### config.mk
export PLATFORM = sky130hd
export DESIGN_NAME = dpw_mul
export DESIGN_NICKNAME = d
export VERILOG_FILES = /design/src/sv/dpw_pkg.sv /design/src/sv/dpw_mul.sv
export SDC_FILE = /design/constraint.sdc
export NUM_CORES = 1
export LEC_CHECK = 0
export BUFFER_PORTS_ARGS = -buffer_cell sky130_fd_sc_hd__buf_2
export CORE_ASPECT_RATIO = 0.8
export CORE_MARGIN = 2
export CORE_UTILIZATION = 45
export DETAILED_ROUTE_END_ITERATION = 6
export SYNTH_ARGS = -nofsm -noshare
export SYNTH_HDL_FRONTEND = slang
export SYNTH_SLANG_ARGS = --single-unit
### constraint.sdc
create_clock -name clk_i -period 16.6 [get_ports clk_i]
set_input_delay 2.49 -clock clk_i [delete_from_list [all_inputs] [get_ports clk_i]]
set_output_delay 2.49 -clock clk_i [all_outputs]
set_load 0.02 [all_outputs]
### src/sv/dpw_pkg.sv
package dpw_pkg;

  localparam int unsigned CFG_IDX_W  = 8;
  localparam int unsigned CFG_DATA_W = 32;

  localparam logic [CFG_IDX_W-1:0] CFG_ACCEL_GAIN = 8'd0;
  localparam logic [CFG_IDX_W-1:0] CFG_DAMPING    = 8'd1;

  localparam logic [19:0] ACCEL_GAIN_RST = 20'd41698;
  localparam logic [15:0] DAMPING_RST    = 16'd64225;

  localparam logic MODE_LOAD = 1'b0;
  localparam logic MODE_TICK = 1'b1;

  localparam int unsigned MUL_A_W = 17;
  localparam int unsigned MUL_B_W = 21;
  localparam int unsigned MUL_P_W = 38;

  typedef struct packed {
    logic              mode;
    logic [5:0]        particle_index;
    logic [6:0]        load_x;
    logic [5:0]        load_y;
    logic signed [15:0] tilt_x;
    logic signed [15:0] tilt_y;
  } in_t;

  typedef struct packed {
    logic [5:0] which_particle;
    logic [6:0] pixel_x;
    logic [5:0] pixel_y;
    logic       last;
  } out_t;

  typedef struct packed {
    logic [14:0]        pos_x;
    logic [13:0]        pos_y;
    logic signed [15:0] vel_x;
    logic signed [15:0] vel_y;
  } entry_t;

endpackage

### src/sv/dpw_mul.sv
module dpw_mul (
  input  logic                                clk_i,
  input  logic signed [dpw_pkg::MUL_A_W-1:0] a_i,
  input  logic signed [dpw_pkg::MUL_B_W-1:0] b_i,
  output logic signed [dpw_pkg::MUL_P_W-1:0] p_o
);
  import dpw_pkg::*;

  logic signed [MUL_P_W-1:0] p_q;

  always_ff @(posedge clk_i) begin
    p_q <= MUL_P_W'(a_i * b_i);
  end

  assign p_o = p_q;

endmodule

==> impl_metrics.yaml <==
outcome:
  status: "finished clean"
route:
  drtPass1Iterations: 4
  detail-route-antenna-nets: 0
  first_iter_violations: 424
  drc_errors: 0
  drt-total-wl_um: 31900
  num_vias: 9790
  viasPerCell: 5.02
  wl_per_cell_um: 16.3
final_layout:
  drive_gt1_share_pct: 5.72
  fin_cells: 1952
  final_core_util_pct: 48.6
  layout.nets: 2026
  antenna_cells: 0
  syn_to_final_growth_pct: 6.19
  final_common_cell: "inv_1"
  mostFrequentLayoutCells: "inv_1 (392), fa_1 (356), nand2_1 (190)"
  largest_reg_flops: 38
yosys:
  yosys.area_share.simple_pct: 15.9
  synth_top_area_share_pct: 51.3
  synth-xor-area-share_pct: 2.14
  muxShareOfSynthArea_pct: 0.153
  synth_top_family_by_area: "adder cells"
  yosysWarnings: 0
  synth_edf_count: 0
  synth_nets: 2003
  yosys-top-cells-area: "fa_1 (51%), inv_1 (11%), ha_1 (8.4%)"
  synthAdderAreaFrac_pct: 59.7
  synth_compound_area_share_pct: 4.43
  yosysTopAreaCell: "fa_1"
  synth_cell_types: 47
  async_reset_ff_share_pct: 0
  synth_cells: 1515
  synth_area_sq_mm: 0.0139
  syn_area_per_cell_sq_um: 9.17
  synth-seq-area-share_pct: 5.47
  synth-seq-cells: 38
  yosys_most_used_dff: "dfxtp_1"
timing:
  rsz0062_at_grt: "no"
  finalHoldViolations: 0
  fin_hold_ws_ns: 2.71
  max_slew.worst_pin.slew_ns: 0.773
  post-route-period-util_pct: 51.6
  fmax_ghz: 0.117
  slew_headroom_pct: 48.3
  tns_ns: 0
  finalSetupViolCount: 0
  final_max_slew_viol_count: 0
  post-route-min-period_ns: 8.57
place:
  place_inst: 1944
  place.gp.congestion: 0.852
  port_buffers: 76
  dpl.hpwl_um: 26800
worst_setup_path:
  arrival_ns: 8.80
  start_kind: "input port"
  path_max_fanout: 21
  required_ns: 16.82
  worstSetupPathType: "input port to flip-flop"
  cp-end-kind: "flip-flop"
clocking:
  cts_sinks: 38
  htreeDepth: 2
  cts_made_buffers: 5
  postCtsSetupRepairBufs: 0
  cts.path.max_buffers: 2
  hold_buffers: 0
  cts.clk_slew.worst_paths_ns: 0.06
  cts_resized: 0
  cts_tree: "yes"
  cts_root_buf: "clkbuf_16"
grt:
  grt_max_degree: 22
  antenna_found_initial: 1
  grt_use_total_pct: 20.7
  grt_pass1_vias: 10400
  grt_pass1_wl_um: 53000
  overflow: 0
die:
  die_y_um: 161
  die_area_sq_mm: 0.0323
  core_region_area_sq_mm: 0.0304
  initial_utilization_pct: 45.7
  rows: 57
  die_w_um: 200
  ios: 77
flow_run:
  maxCapViolCount: 0
hold_path:
  hold_class: "input port to flip-flop"
==> path summary, 6_finish.rpt <==
| check | cells after the start | to | from |
|---|---|---|---|
| hold / removal | 2 | p_o[0] | a_i[0] |
| setup / recovery | 23 | p_o[36] | a_i[2] |
==> routing by layer <==
layer / share of wire, % / wire [um] / global-route usage, % / vias up
met3: 3.4 / 1090 / 2.46 / 34
met2: 53 / 16800 / 36.9 / 190
li1: - / - / - / 4420
met1: 43 / 13600 / 27.9 / 5144
met4: 1.3 / 414 / 3.03 / 2
met5: 0.035 / 11 / 0 / -
==> cell families (layout without fill, tap and decap cells) <==
kind of cell / count (synthesis) / after routing
xor gates and xnor gates: 34 / 34
buffers and inverters: 452 / 476
DFF: 38 / 38
muxes: 2 / 2
and+or+nand+nor: 446 / 446
adders and majority gates: 449 / 449
AOI/OAI and AO/OA: 94 / 94
==> worst max-delay path, cell delays in order <==
cell and delay, ns:
buf_2 0.35, nand2_1 0.16, fa_1 0.55, inv_1 0.05
fa_1 0.53, inv_1 0.05, fa_1 0.49, inv_1 0.05
fa_1 0.53, inv_1 0.05, fa_1 0.47, inv_1 0.05
fa_1 0.49, ha_1 0.47, nand2_1 0.09, o211ai_1 0.22
a211o_1 0.16, a21oi_1 0.06, o31ai_1 0.48, a21oi_1 0.17
a21oi_1 0.37, mux2_2 0.38, nand3_1 0.07
==> cell usage after synthesis, types with 2 or more instances <==
cell type / instances
and2_1: 166
nor4_1: 2
nand2b_1: 8
inv_1: 392
nor3_1: 8
nor2_1: 37
o21a_1: 7
nand2_1: 190
ha_1: 93
o2111ai_1: 2
o31ai_1: 4
or3_1: 5
nand3_1: 11
a211o_1: 2
xor2_1: 8
o21bai_1: 2
nor2b_1: 4
and3_1: 5
a21oi_1: 29
a31oi_1: 3
a211oi_1: 3
o311ai_0: 2
nand4_1: 4
or3b_1: 3
o21ai_0: 15
fa_1: 356
a21o_1: 16
dfxtp_1: 38
clkbuf_1: 57
xnor2_1: 26
==> through the flow <==
| stage | setup WS, ns | area (sq um) |
|---|---|---|
| 2_1_floorplan | 8.32 | 13900 |
| 3_3_place_gp | 7.77 | 14600 |
| 3_5_place_dp | 7.71 | 14600 |
| 4_1_cts | 8.00 | 14800 |
| 5_1_grt | 7.64 | 14800 |
| 6_report | 8.03 | 14800 |
==> cell type report <==
type | instances | area, sq um
Tap cell | 413 | 517
Inverter | 392 | 1470
Clock inverter | 3 | 68.8
Timing Repair Buffer | 76 | 380
Clock buffer | 5 | 125
Sequential cell | 38 | 761
Multi-Input combinational cell | 1025 | 11400
Fill cell | 2976 | 15600
Power is left out: the tool's default activity adds up to more than one toggle a clock period on the data nets, which glitch-free logic cannot reach.
