==> config.mk <==
export PLATFORM = sky130hd
export DESIGN_NAME = dpw_store
export DESIGN_NICKNAME = d
export VERILOG_FILES = /design/src/sv/dpw_pkg.sv /design/src/sv/dpw_store.sv
export SDC_FILE = /design/constraint.sdc
export NUM_CORES = 2
export LEC_CHECK = 0
export ABC_CLOCK_PERIOD_IN_PS = 2600
export BUFFER_PORTS_ARGS = -buffer_cell sky130_fd_sc_hd__buf_4
export CAP_MARGIN = 20
export CORE_MARGIN = 2
export CORE_UTILIZATION = 40
export DETAILED_ROUTE_END_ITERATION = 8
export PLACE_DENSITY = 0.62
export SLEW_MARGIN = 0
export SYNTH_ARGS = -nofsm -noshare
export SYNTH_HDL_FRONTEND = slang
export SYNTH_SLANG_ARGS = --single-unit
==> constraint.sdc <==
create_clock -name clk_i -period 2.6 [get_ports clk_i]
set_input_delay 0.39 -clock clk_i [delete_from_list [all_inputs] [get_ports clk_i]]
set_output_delay 0.39 -clock clk_i [all_outputs]
set_load 0.05 [all_outputs]
==> src/sv/dpw_pkg.sv <==
package dpw_pkg;

  localparam int unsigned CFG_IDX_W  = 8;
  localparam int unsigned CFG_DATA_W = 32;

  localparam logic [CFG_IDX_W-1:0] CFG_ACCEL_GAIN = 8'd0;
  localparam logic [CFG_IDX_W-1:0] CFG_DAMPING    = 8'd1;

  localparam logic [19:0] ACCEL_GAIN_RST = 20'd41698;
  localparam logic [15:0] DAMPING_RST    = 16'd64225;

  localparam logic MODE_LOAD = 1'b0;
  localparam logic MODE_TICK = 1'b1;

  localparam int unsigned MUL_A_W = 17;
  localparam int unsigned MUL_B_W = 21;
  localparam int unsigned MUL_P_W = 38;

  typedef struct packed {
    logic              mode;
    logic [5:0]        particle_index;
    logic [6:0]        load_x;
    logic [5:0]        load_y;
    logic signed [15:0] tilt_x;
    logic signed [15:0] tilt_y;
  } in_t;

  typedef struct packed {
    logic [5:0] which_particle;
    logic [6:0] pixel_x;
    logic [5:0] pixel_y;
    logic       last;
  } out_t;

  typedef struct packed {
    logic [14:0]        pos_x;
    logic [13:0]        pos_y;
    logic signed [15:0] vel_x;
    logic signed [15:0] vel_y;
  } entry_t;

endpackage

==> src/sv/dpw_store.sv <==
module dpw_store #(
  parameter int unsigned DEPTH = 64,
  parameter int unsigned IDX_W = 6
) (
  input  logic                  clk_i,
  input  logic                  rst_ni,
  input  logic                  wr_en_i,
  input  logic [IDX_W-1:0]      wr_addr_i,
  input  dpw_pkg::entry_t       wr_data_i,
  input  logic                  rd_en_i,
  input  logic [IDX_W-1:0]      rd_addr_i,
  output dpw_pkg::entry_t       rd_data_o
);
  import dpw_pkg::*;

  entry_t           mem [DEPTH];
  logic [DEPTH-1:0] valid_q;
  entry_t           rd_q;
  logic             rd_vld_q;

  always_ff @(posedge clk_i) begin
    if (wr_en_i) begin
      mem[wr_addr_i] <= wr_data_i;
    end
    if (rd_en_i) begin
      rd_q <= mem[rd_addr_i];
    end
  end

  always_ff @(posedge clk_i or negedge rst_ni) begin
    if (!rst_ni) begin
      valid_q  <= '0;
      rd_vld_q <= 1'b0;
    end else begin
      if (wr_en_i) begin
        valid_q[wr_addr_i] <= 1'b1;
      end
      if (rd_en_i) begin
        rd_vld_q <= valid_q[rd_addr_i];
      end
    end
  end

  // never written entries read as zero
  assign rd_data_o = rd_vld_q ? rd_q : '0;

endmodule

==> metrics.cfg <==
[worst_hold_path]
worstHoldPathCells=3
min_from=wr_addr_i[1]
holdCritPathClass=in2reg

[clocking]
cts_root_buffer=clkbuf_16
clkTransAtPathRegs_ns=0.06
clock_sinks=4030
htree_levels=5
tritoncts=built
clockBufferDepth=4
insertion_delay_ns=0.98
cts_made_buffers=403

[grt]
grt_max_degree=66
grt_antenna_before_repair=51
grt.total_usage=0.2223
grt_pass1_wl_um=601500
grt_overflow=0
grt_pass1_vias=74271

[sta]
rsz0062_at_grt=no
finalCritPeriodShare=0.9798
slew_viol_final=0
hold_violations=0
min_period_ns=2.548
fin_skew_ns=0.1098
fin_setup_tns_ns=0
whs_ns=0.09184
relSlewSlack=0.2691
max_freq_mhz=392.5
setup_viol=0
tightest_slew_ns=1.096

[power]
leakage_nw=57.26
power_density_nw_per_um2=752.0
totalPowerFinal_mw=136.5
ir_drop_mv=0.6025

[critical_path]
crit_end=rd_data_o[38]
rrSetupSlack_ns=0.35
r2r_end=rd_q[14]
cp_data_required_time_ns=2.21
critical_path_peak_fanout=10
timing.rr.start=mem[60][14]
crit_start=rd_vld_q
crit_path_end_kind=output port
critical_path_class=reg2out
ff2ff_path_depth=5
crit_path_start_kind=flop
cp.arrival_ns=2.16

[final_layout]
nets=7116
final_common_cell=edfxtp_1
area_growth_pct=18.83
multiInputGateArea_um2=31140
final_cell_mix=edfxtp_1, mux4_2, buf_4, clkbuf_16, buf_12
regArea_um2=120700
fillers=30241
instances_no_fill=12429
layout-drive-gt1-share=0.3674

[synth]
synthesis.area_um2=152700
synth_nets=6184
syn_inst=6107
avgSynthCellArea_um2=25.01
ys_types=34
ys_seq_elements=4030
ys.flop_type=edfxtp_1
synth_warnings=0
yosysSeqAreaShare=0.7902
async_reset_ff_frac=0.01613
synth_edf_count=3965

[floorplan]
io_pins=138
die_area_um2=386800
initial_core_util=0.4025
rows=226
die_y_um=621.9
coreArea_um2=379500
die_x_um=621.9

[placement]
dp_cells=11583
dp_hpwl_um=254100
gp_congestion=0.7913
io_buffers=137

[detailed_routing]
avgRoutedWirePerCell_um=35.07
wirelength_um=435900
num_vias=74141
final_antenna_net_count=0
drc_errors=0
drtIter0Drc=11341
drt-vias-per-instance=5.965
drtPass1Iterations=5

[flow_run]
maxCapViolCount=0

[status]
outcome=finished clean

[cell type report]
cell class	instances	share of cell area
flip-flops and latches	4030	0.6650
multi-input cells	1750	0.1716
clock buffers	504	0.05858
repair buffers	851	0.05810
well taps	5016	0.03458
clock inverters	236	0.01155
diodes	39	0.0005377
inverters	3	0.00006205
[per-stage QoR]
| step | util | setup slack (ns) | area (µm²) |
|---|---|---|---|
| after global placement | 0.4421 | -0.6179 | 167800 |
| after detailed placement | 0.4421 | -0.6188 | 167800 |
| after global routing | 0.4782 | 0.006619 | 181500 |
| final | 0.4783 | 0.05247 | 181500 |
| after floorplan | - | -0.5332 | 153200 |
| after CTS | 0.4781 | -0.04840 | 181400 |
[worst max-delay path, stage by stage (launching register included)]
cell	delay (ns)
dfrtp_4	0.55
buf_6	0.19
and2_2	0.22
buf_4	0.20
[timing repair]
action                                  in CTS  in global routing
setup buffers                                4                  0
endpoints found under the setup margin      61                  3
endpoints found under the hold margin     3566                  0
resized for setup                           68                  1
hold buffers                                64                  0
[synthesized netlist by cell type, types with 8 or more instances]
cell type / number / area share
a211oi_1: 26 / 0.0013
a22oi_1: 88 / 0.0043
a31oi_1: 8 / 0.00033
and2_1: 67 / 0.0027
buf_1: 19 / 0.00047
buf_2: 132 / 0.0043
buf_4: 18 / 0.00088
clkbuf_1: 152 / 0.0037
dfrtp_1: 65 / 0.011
edfxtp_1: 3965 / 0.78
mux2_2: 10 / 0.00074
mux2i_1: 38 / 0.0025
mux4_2: 1210 / 0.18
nand2_1: 82 / 0.0020
nand3_1: 11 / 0.00036
nor2_1: 82 / 0.0020
nor2b_1: 13 / 0.00053
o21ai_0: 13 / 0.00043
o22ai_1: 13 / 0.00053
or2_2: 65 / 0.0027
[per-layer routing]
| layer | vias to the layer above | wire length [µm] | GRT usage |
|---|---|---|---|
| met5 | - | 111 | 0 |
| met4 | 18 | 12240 | 0.05984 |
| met3 | 689 | 41940 | 0.04050 |
| met2 | 4046 | 212700 | 0.3629 |
| met1 | 40893 | 169000 | 0.3090 |
| li1 | 28495 | - | - |
[flip-flops by register name (all words and copies together) (netlist names)]
| register | count |
|---|---|
| rd_vld_q | 1 |
| rd_q | 61 |
| mem | 3904 |
| valid_q | 64 |
[logic make-up (layout without fill, tap and decap cells)]
group                  after synthesis  count (layout)  share of synthesized area
DFF                               4030            4030                     0.7902
muxes                             1258            1258                     0.1817
and+or+nand+nor                    334             334                    0.01094
buffers and inverters              327            1594                   0.009708
AOI/OAI and AO/OA                  158             158                   0.007447
other                                0              39                          0
[report_power, final]
group,internal (mW),switching (mW)
Combinational,3.45,4.23
Sequential,72.1,0.374
Clock,31.7,24.6
[worst min path at each step]
stage,endpoint
4_1_cts,rd_vld_q
2_1_floorplan,rd_vld_q
3_3_place_gp,valid_q[15]
5_1_grt,mem[48][37]
3_5_place_dp,valid_q[24]
6_report,mem[48][0]
Note: power is estimated with default switching activity, not from simulation.
